===== src/sv/ffha_pkg.sv =====
// Shared types and constants for the first-fit heap allocator.
`timescale 1ns / 1ps
`default_nettype none
package ffha_pkg;
  localparam int ADDR_W = 21;
  localparam int SIZE_W = 22;
  localparam int STATUS_W = 2;
  localparam int MIN_SPLIT = 16;

  localparam logic [STATUS_W-1:0] ST_OK = 2'd0;
  localparam logic [STATUS_W-1:0] ST_OOM = 2'd1;
  localparam logic [STATUS_W-1:0] ST_BADADDR = 2'd2;

  localparam logic KIND_ALLOC = 1'b0;
  localparam logic KIND_RELEASE = 1'b1;
endpackage
`default_nettype wire


===== src/sv/ffha_table.sv =====
// Segment table storage: one memory holding start, size and free mark per entry, plus segment count.
`timescale 1ns / 1ps
`default_nettype none
module ffha_table
  import ffha_pkg::*;
#(
  parameter int DEPTH = 64,
  parameter int IDX_W = 6,
  parameter int CNT_W = 7
) (
  input  wire                   clk,
  input  wire                   rst,
  input  wire                   we,
  input  wire [IDX_W-1:0]       waddr,
  input  wire [SIZE_W-1:0]      wstart,
  input  wire [SIZE_W-1:0]      wsize,
  input  wire                   wfree,
  input  wire [IDX_W-1:0]       raddr,
  output logic [SIZE_W-1:0]     rstart,
  output logic [SIZE_W-1:0]     rsize,
  output logic                  rfree,
  input  wire                   cnt_inc,
  input  wire                   cnt_dec,
  output logic [CNT_W-1:0]      count
);
  logic [2*SIZE_W:0] mem [DEPTH];

  always_ff @(posedge clk) begin
    if (we) begin
      mem[waddr] <= {wstart, wsize, wfree};
    end
    {rstart, rsize, rfree} <= mem[raddr];
  end

  always_ff @(posedge clk) begin
    if (rst) begin
      count <= CNT_W'(1);
    end else if (cnt_inc) begin
      count <= count + CNT_W'(1);
    end else if (cnt_dec) begin
      count <= count - CNT_W'(1);
    end
  end
endmodule
`default_nettype wire


===== src/sv/ffha_ctrl.sv =====
// Sequencer: scans, shifts and merges table entries, handling one request at a time.
`timescale 1ns / 1ps
`default_nettype none
module ffha_ctrl
  import ffha_pkg::*;
#(
  parameter int HEAP_BYTES = 2097152,
  parameter int HEADER_BYTES = 24,
  parameter int MAX_SEGMENTS = 64,
  parameter int IDX_W = 6,
  parameter int CNT_W = 7
) (
  input  wire                 clk,
  input  wire                 rst,
  input  wire                 in_valid,
  output logic                in_ready,
  input  wire                 kind,
  input  wire [SIZE_W-1:0]    request_size,
  input  wire [ADDR_W-1:0]    address,
  output logic                out_valid,
  input  wire                 out_ready,
  output logic [ADDR_W-1:0]   address_out,
  output logic [STATUS_W-1:0] status,
  output logic                we,
  output logic [IDX_W-1:0]    waddr,
  output logic [SIZE_W-1:0]   wstart,
  output logic [SIZE_W-1:0]   wsize,
  output logic                wfree,
  output logic [IDX_W-1:0]    raddr,
  input  wire [SIZE_W-1:0]    rstart,
  input  wire [SIZE_W-1:0]    rsize,
  input  wire                 rfree,
  output logic                cnt_inc,
  output logic                cnt_dec,
  input  wire [CNT_W-1:0]     count
);
  localparam int SW = SIZE_W + 2;
  localparam logic [SW-1:0] HDR = SW'(HEADER_BYTES);
  localparam logic [CNT_W-1:0] MAXC = CNT_W'(MAX_SEGMENTS);

  typedef enum logic [12:0] {
    S_INIT   = 13'b0000000000001,
    S_IDLE   = 13'b0000000000010,
    S_ARD    = 13'b0000000000100,
    S_ACHK   = 13'b0000000001000,
    S_SHRD   = 13'b0000000010000,
    S_SHWR   = 13'b0000000100000,
    S_SPLIT  = 13'b0000001000000,
    S_RRD    = 13'b0000010000000,
    S_RCHK   = 13'b0000100000000,
    S_MRD    = 13'b0001000000000,
    S_MLOAD  = 13'b0010000000000,
    S_MCHK   = 13'b0100000000000,
    S_OUT    = 13'b1000000000000
  } state_t;

  state_t state;
  logic [CNT_W-1:0] idx, j, limit;
  logic [SW-1:0] want;
  logic [ADDR_W-1:0] rel_addr;
  logic [SIZE_W-1:0] hit_start, hit_size;
  logic [SIZE_W-1:0] a_start, a_size;
  logic a_free;

  logic [SW-1:0] rsize_x, rstart_x, merged_size;
  logic fits, split_ok, addr_hit;
  assign rsize_x = SW'(rsize);
  assign rstart_x = SW'(rstart);
  assign merged_size = SW'(a_size) + HDR + rsize_x;
  assign fits = rfree && (rsize_x >= want);
  assign split_ok = (rsize_x > want + HDR + SW'(MIN_SPLIT)) && (count < MAXC);
  assign addr_hit = (rstart_x + HDR == SW'(rel_addr));

  assign in_ready = (state == S_IDLE);

  // memory address and write data are combinational from state
  always_comb begin
    we = 1'b0;
    waddr = idx[IDX_W-1:0];
    wstart = rstart;
    wsize = rsize;
    wfree = rfree;
    raddr = idx[IDX_W-1:0];
    cnt_inc = 1'b0;
    cnt_dec = 1'b0;
    case (state)
      S_INIT: begin
        we = 1'b1;
        waddr = '0;
        wstart = '0;
        wsize = SIZE_W'(HEAP_BYTES - HEADER_BYTES);
        wfree = 1'b1;
      end
      S_ACHK: begin
        if (idx < count && fits) begin
          we = 1'b1;
          wfree = 1'b0;
          if (split_ok) begin
            wsize = SIZE_W'(want);
          end
        end
      end
      S_SHRD: raddr = IDX_W'(j - CNT_W'(1));
      S_SHWR: begin
        we = 1'b1;
        waddr = j[IDX_W-1:0];
        raddr = IDX_W'(j - CNT_W'(2));
      end
      S_SPLIT: begin
        we = 1'b1;
        waddr = IDX_W'(idx + CNT_W'(1));
        wstart = SIZE_W'(SW'(hit_start) + HDR + want);
        wsize = SIZE_W'(SW'(hit_size) - want - HDR);
        wfree = 1'b1;
        cnt_inc = 1'b1;
      end
      S_RCHK: begin
        if (idx < count && addr_hit) begin
          we = 1'b1;
          wfree = 1'b1;
        end
      end
      S_MRD: raddr = '0;
      S_MLOAD: raddr = j[IDX_W-1:0];
      S_MCHK: begin
        // a holds the entry kept at idx, read data is entry j
        raddr = IDX_W'(j + CNT_W'(1));
        if (j < limit && a_free && rfree) begin
          cnt_dec = 1'b1;
        end else begin
          we = 1'b1;
          waddr = idx[IDX_W-1:0];
          wstart = a_start;
          wsize = a_size;
          wfree = a_free;
        end
      end
      default: ;
    endcase
  end

  always_ff @(posedge clk) begin
    if (rst) begin
      state <= S_INIT;
      out_valid <= 1'b0;
    end else begin
      case (state)
        S_INIT: state <= S_IDLE;
        S_IDLE: begin
          if (in_valid) begin
            want <= (SW'(request_size) + SW'(7)) & ~SW'(7);
            rel_addr <= address;
            idx <= '0;
            if (kind == KIND_ALLOC) begin
              state <= S_ARD;
            end else if (address == '0) begin
              address_out <= '0;
              status <= ST_OK;
              out_valid <= 1'b1;
              state <= S_OUT;
            end else begin
              state <= S_RRD;
            end
          end
        end
        S_ARD: state <= S_ACHK;
        S_ACHK: begin
          if (idx >= count) begin
            address_out <= '0;
            status <= ST_OOM;
            out_valid <= 1'b1;
            state <= S_OUT;
          end else if (fits) begin
            address_out <= ADDR_W'(rstart_x + HDR);
            status <= ST_OK;
            hit_start <= rstart;
            hit_size <= rsize;
            if (split_ok) begin
              j <= count;
              if (count == idx + CNT_W'(1)) begin
                state <= S_SPLIT;
              end else begin
                state <= S_SHRD;
              end
            end else begin
              out_valid <= 1'b1;
              state <= S_OUT;
            end
          end else begin
            idx <= idx + CNT_W'(1);
            state <= S_ARD;
          end
        end
        S_SHRD: state <= S_SHWR;
        S_SHWR: begin
          j <= j - CNT_W'(1);
          if (j - CNT_W'(1) == idx + CNT_W'(1)) begin
            state <= S_SPLIT;
          end
        end
        S_SPLIT: begin
          out_valid <= 1'b1;
          state <= S_OUT;
        end
        S_RRD: state <= S_RCHK;
        S_RCHK: begin
          if (idx >= count) begin
            address_out <= '0;
            status <= ST_BADADDR;
            out_valid <= 1'b1;
            state <= S_OUT;
          end else if (addr_hit) begin
            address_out <= '0;
            status <= ST_OK;
            idx <= '0;
            j <= CNT_W'(1);
            limit <= count;
            state <= S_MRD;
          end else begin
            idx <= idx + CNT_W'(1);
            state <= S_RRD;
          end
        end
        S_MRD: state <= S_MLOAD;
        S_MLOAD: begin
          a_start <= rstart;
          a_size <= rsize;
          a_free <= rfree;
          state <= S_MCHK;
        end
        S_MCHK: begin
          if (j >= limit) begin
            out_valid <= 1'b1;
            state <= S_OUT;
          end else begin
            if (a_free && rfree) begin
              a_size <= SIZE_W'(merged_size);
            end else begin
              idx <= idx + CNT_W'(1);
              a_start <= rstart;
              a_size <= rsize;
              a_free <= rfree;
            end
            j <= j + CNT_W'(1);
          end
        end
        S_OUT: begin
          if (out_ready) begin
            out_valid <= 1'b0;
            state <= S_IDLE;
          end
        end
        default: state <= S_IDLE;
      endcase
    end
  end
endmodule
`default_nettype wire


===== src/sv/first_fit_heap_allocator.sv =====
// Top level of the first-fit heap allocator.
//
//   channel   handshake             fields
//   request   in_valid / in_ready   kind, request_size, address
//   result    out_valid / out_ready address_out, status
//
// One transaction at a time; in_ready is high only while idle.
// Each table entry scanned takes a read state and a check state; a split also shifts later entries up.
// A matched release adds a merge pass over all entries that joins adjacent free ones.
// The result is held until out_ready is high.
// After reset, entry 0 is written as one free segment in S_INIT before in_ready rises.
`timescale 1ns / 1ps
`default_nettype none
module first_fit_heap_allocator
  import ffha_pkg::*;
#(
  parameter int HEAP_BYTES = 2097152,
  parameter int HEADER_BYTES = 24,
  parameter int MAX_SEGMENTS = 64
) (
  input  wire                 clk,
  input  wire                 rst,
  input  wire                 in_valid,
  output logic                in_ready,
  input  wire                 kind,
  input  wire [SIZE_W-1:0]    request_size,
  input  wire [ADDR_W-1:0]    address,
  output logic                out_valid,
  input  wire                 out_ready,
  output logic [ADDR_W-1:0]   address_out,
  output logic [STATUS_W-1:0] status
);
  localparam int IDX_W = (MAX_SEGMENTS > 1) ? $clog2(MAX_SEGMENTS) : 1;
  localparam int CNT_W = $clog2(MAX_SEGMENTS + 1);

  logic we, wfree, rfree, cnt_inc, cnt_dec;
  logic [IDX_W-1:0] waddr, raddr;
  logic [SIZE_W-1:0] wstart, wsize, rstart, rsize;
  logic [CNT_W-1:0] count;

  ffha_ctrl #(
    .HEAP_BYTES(HEAP_BYTES), .HEADER_BYTES(HEADER_BYTES),
    .MAX_SEGMENTS(MAX_SEGMENTS), .IDX_W(IDX_W), .CNT_W(CNT_W)
  ) u_ctrl (
    .clk(clk), .rst(rst), .in_valid(in_valid), .in_ready(in_ready),
    .kind(kind), .request_size(request_size), .address(address),
    .out_valid(out_valid), .out_ready(out_ready),
    .address_out(address_out), .status(status),
    .we(we), .waddr(waddr), .wstart(wstart), .wsize(wsize), .wfree(wfree),
    .raddr(raddr), .rstart(rstart), .rsize(rsize), .rfree(rfree),
    .cnt_inc(cnt_inc), .cnt_dec(cnt_dec), .count(count)
  );

  ffha_table #(
    .DEPTH(MAX_SEGMENTS), .IDX_W(IDX_W), .CNT_W(CNT_W)
  ) u_table (
    .clk(clk), .rst(rst), .we(we), .waddr(waddr), .wstart(wstart),
    .wsize(wsize), .wfree(wfree), .raddr(raddr), .rstart(rstart),
    .rsize(rsize), .rfree(rfree), .cnt_inc(cnt_inc), .cnt_dec(cnt_dec),
    .count(count)
  );

  a_out_hold: assert property (@(posedge clk) disable iff (rst)
    (out_valid && !out_ready) |=> (out_valid && $stable(address_out) && $stable(status)));
  a_one_side: assert property (@(posedge clk) disable iff (rst)
    !(in_ready && out_valid));
  a_status_code: assert property (@(posedge clk) disable iff (rst)
    out_valid |-> (status == ST_OK || status == ST_OOM || status == ST_BADADDR));
  a_fail_null: assert property (@(posedge clk) disable iff (rst)
    (out_valid && status != ST_OK) |-> (address_out == '0));
  a_count_range: assert property (@(posedge clk) disable iff (rst)
    (count != '0) && (count <= CNT_W'(MAX_SEGMENTS)));
endmodule
`default_nettype wire

===== config.mk =====
export PLATFORM = sky130hd
export DESIGN_NAME = first_fit_heap_allocator
export DESIGN_NICKNAME = d
export VERILOG_FILES = /design/src/sv/ffha_pkg.sv /design/src/sv/ffha_table.sv /design/src/sv/ffha_ctrl.sv /design/src/sv/first_fit_heap_allocator.sv
export SDC_FILE = /design/constraint.sdc
export NUM_CORES = 2
export LEC_CHECK = 0
export ABC_AREA = 1
export BUFFER_PORTS_ARGS = -buffer_cell sky130_fd_sc_hd__buf_4
export CAP_MARGIN = 10
export CORE_MARGIN = 2
export CORE_UTILIZATION = 60
export CTS_BUF_LIST = sky130_fd_sc_hd__clkbuf_8 sky130_fd_sc_hd__clkbuf_16
export CTS_CLUSTER_DIAMETER = 100
export CTS_CLUSTER_SIZE = 28
export DETAILED_ROUTE_END_ITERATION = 16
export GPL_ROUTABILITY_DRIVEN = 1
export PLACE_DENSITY_LB_ADDON = 0.05
export SKIP_CTS_REPAIR_TIMING = 1
export SLEW_MARGIN = 20
export SYNTH_ARGS = -nofsm -noshare
export SYNTH_HDL_FRONTEND = slang
export SYNTH_HIERARCHICAL = 1
export SYNTH_SLANG_ARGS = --single-unit

===== constraint.sdc =====
create_clock -name clk -period 12.7 [get_ports clk]
set_input_delay 1.27 -clock clk [delete_from_list [all_inputs] [get_ports clk]]
set_output_delay 1.27 -clock clk [all_outputs]
set_load 0.05 [all_outputs]

==> impl_metrics.ini <==
[outcome]
status = finished clean

[timing]
clock-skew-final_ns = 0.04110
setup_violations = 0
rsz0062_at_grt = no
fmax_mhz = 140.1
fin_hold_ws_ns = 0.5117
drv_slew = 0
max-slew-margin-rel_pct = 21.86
fin_crit_sh_pct = 56.19
worst_pin_slew_ns = 1.172
tns_ns = 0
period_minus_slack_ns = 7.136
timing.final.hold_violations = 0

[worst_setup_path]
cp-end-kind = flip-flop
critPathMaxFanout = 161
path_common_cell = nand2_1
critPathArrivalTime_ns = 7.93
cpMaxStageDelayCell = buf_4
cpPeakStageDelay_ns = 0.81
crit_required_ns = 13.49
startpoint_type = flip-flop
path_class = flip-flop to flip-flop
crit_chain = inv_1 > nand2_1 > nor2_2 > nand2_2 > nor3_2 > inv_1 > nand4_1 > o211ai_1 > buf_4 > buf_12 > buf_4 > buf_4 > nand2_1 > nand3_1 > nand3_1 > nand3_1 > nand3_1 > nand2_1 > nand2_1 > nand2_1

[floorplan]
io-pin-count = 73
initial_core_util_pct = 60.34
die_y_um = 474.1
coreArea_sq_mm = 0.2197
num_rows = 172
die_w_um = 474.1
die_area_sq_mm = 0.2248

[detailed_routing]
first_pass_iters = 6
wirelength_um = 407900
antenna_left = 0
drt_iter0_markers = 13560
vias = 91480
vias_per_cell = 6.342
wire_per_inst_um = 28.28
drc_errors = 0

[finish]
nNetsFinal = 11590
fin_cells = 14430
layout_commonest_cell = nand2_1
drive_gt1_share_pct = 5.430
postLayoutCoreUtil_pct = 63.87
syn_to_final_growth_pct = 5.837
n_fill_cell = 16970
most-common-layout-cells = nand2_1 (3600), edfxtp_1 (3054), nand3_1 (2818)

[global_routing]
grt_overflow = 0
grt_max_degree = 205
grt.total_usage_pct = 36.13
grt_antenna_before_repair = 25
grt_pass1_vias = 84930
grt_pass1_wl_um = 589900

[logic_synthesis]
yosys_warnings = 6
synth_nets = 11840
syn_avg_cell_area_sq_um = 11.42
ys_ff_latch = 3120
netlist_area_sq_mm = 0.1326
ys_types = 63
synth_cells = 11610
synth_ff_type = edfxtp_1
async_flop_share_pct = 0
synth-edff-count = 3054
ys_seq_area_share_pct = 70.16

[clock_tree]
cts_buffers = 133
htree_levels = 4
insertion_delay_ns = 0.87
cts-root-buf = clkbuf_16
cts.clk_slew.worst_paths_ns = 0.11
cts_max_path_buffers = 3
clock-sinks = 3120
cts_tree = yes

[placed_design]
place.gp.congestion = 0.9251
io_buffer_count = 72
dp.final_hpwl_um = 232000
place_inst = 14190

[worst_hold_path]
hp-class = flip-flop to flip-flop

[pwr]
power_density_mw_per_mm2 = 132.0
p_total_uw = 18520
peakVddDrop_uv = 175.0
power.leakage_uw = 0.05065

[run]
maxCapViolations = 0
[logic make-up after synthesis]
kind of cell / count (synthesis) / synth area share [%]
AND/OR/NAND/NOR: 6848 / 22.45
flip-flops: 3120 / 70.16
buffers and inverters: 1000 / 3.432
AO/OA/AOI/OAI: 377 / 1.689
adder cells (fa/ha/maj): 182 / 1.734
XOR/XNOR: 76 / 0.5020
multiplexers: 4 / 0.03208
[layer usage]
layer | up-vias | wire, um | global-route usage (%)
met5 | - | 138 | 0
met1 | 45090 | 159400 | 51.84
met2 | 5343 | 185300 | 55.13
li1 | 40350 | - | -
met4 | 20 | 17340 | 13.93
met3 | 673 | 45800 | 6.937
[flip-flops by register name, indices dropped and copies added, names as in the netlist, 20 cells and up]
register,flops
u_table/mem,2880
u_ctrl/a_size,22
u_ctrl/a_start,22
u_ctrl/hit_size,22
u_ctrl/hit_start,22
u_table/rsize,22
u_table/rstart,22
u_ctrl/address_out,21
u_ctrl/rel_addr,21
u_ctrl/want,20
[path summary, 6_finish.rpt]
path | cells after the start | slack (ns) | start | to
max | 20 | 5.56 | u_ctrl/state[8]$_SDFFE_PP0P_ | u_table/rstart[2]$_DFF_P_
max reg2reg | 20 | 5.56 | u_ctrl/state[8]$_SDFFE_PP0P_ | u_table/rstart[2]$_DFF_P_
min reg2reg | 2 | 0.51 | u_ctrl/out_valid$_SDFFE_PP0P_ | u_ctrl/out_valid$_SDFFE_PP0P_
min | 2 | 0.51 | u_ctrl/out_valid$_SDFFE_PP0P_ | u_ctrl/out_valid$_SDFFE_PP0P_
[area by class of cell]
cell class / count / area (sq um) / share of cell area (%)
clock inverter: 88 / 544.3 / 0.3879
inverter: 341 / 1321 / 0.9415
antenna: 12 / 30.03 / 0.02140
tap: 2958 / 3701 / 2.637
clock buffer: 139 / 3478 / 2.479
timing repair buffer: 280 / 2331 / 1.661
multi-input combinational: 7487 / 35890 / 25.58
sequential: 3120 / 93030 / 66.29
[critical path: cells and delay by family (launching register included)]
family	cells	cell delay (ns)
DFF	1	0.37
AOI/OAI and AO/OA	1	0.46
buffers and inverters	6	3.35
and+or+nand+nor	13	2.56
[Yosys cell counts (8+ instances only)]
cell type	count	area (sq um)
nand2_1	3600	13510
edfxtp_1	3054	91710
nand3_1	2821	14120
buf_2	403	2017
inv_1	319	1197
nor2_1	245	919.6
ha_1	179	2240
a21oi_1	137	685.7
clkbuf_1	126	473.0
o21ai_0	111	555.5
buf_1	70	262.8
dfxtp_1	66	1321
xor2_1	58	508.0
nand4_1	49	306.5
nor3_1	47	235.2
buf_4	41	307.8
o211ai_1	21	157.7
o221ai_1	19	166.4
a31oi_1	18	112.6
buf_6	18	202.7
xnor2_1	18	157.7
inv_2	17	63.81
nor2_2	13	81.33
nand2_2	11	68.82
nor4_1	10	62.56
o21bai_1	10	75.07
or2_2	10	62.56
a221oi_1	8	70.07
nand3b_1	8	60.06
[through the flow]
step / setup WS (ns) / instance area (sq um)
after floorplan: 5.761 / 132600
after global placement: 5.899 / 136200
after detailed placement: 5.802 / 136300
after CTS: 5.781 / 140300
after global routing: 5.232 / 140300
final: 5.564 / 140300
[where the power goes]
| group | leakage [uW] | switching (uW) | internal [uW] | total, uW |
|---|---|---|---|---|
| logic | 0.0202 | 1290 | 315 | 1610 |
| registers | 0.0282 | 90.2 | 11600 | 11700 |
| clock network | 0.00221 | 3160 | 2070 | 5230 |
Note: power is estimated with default switching activity, not from simulation.
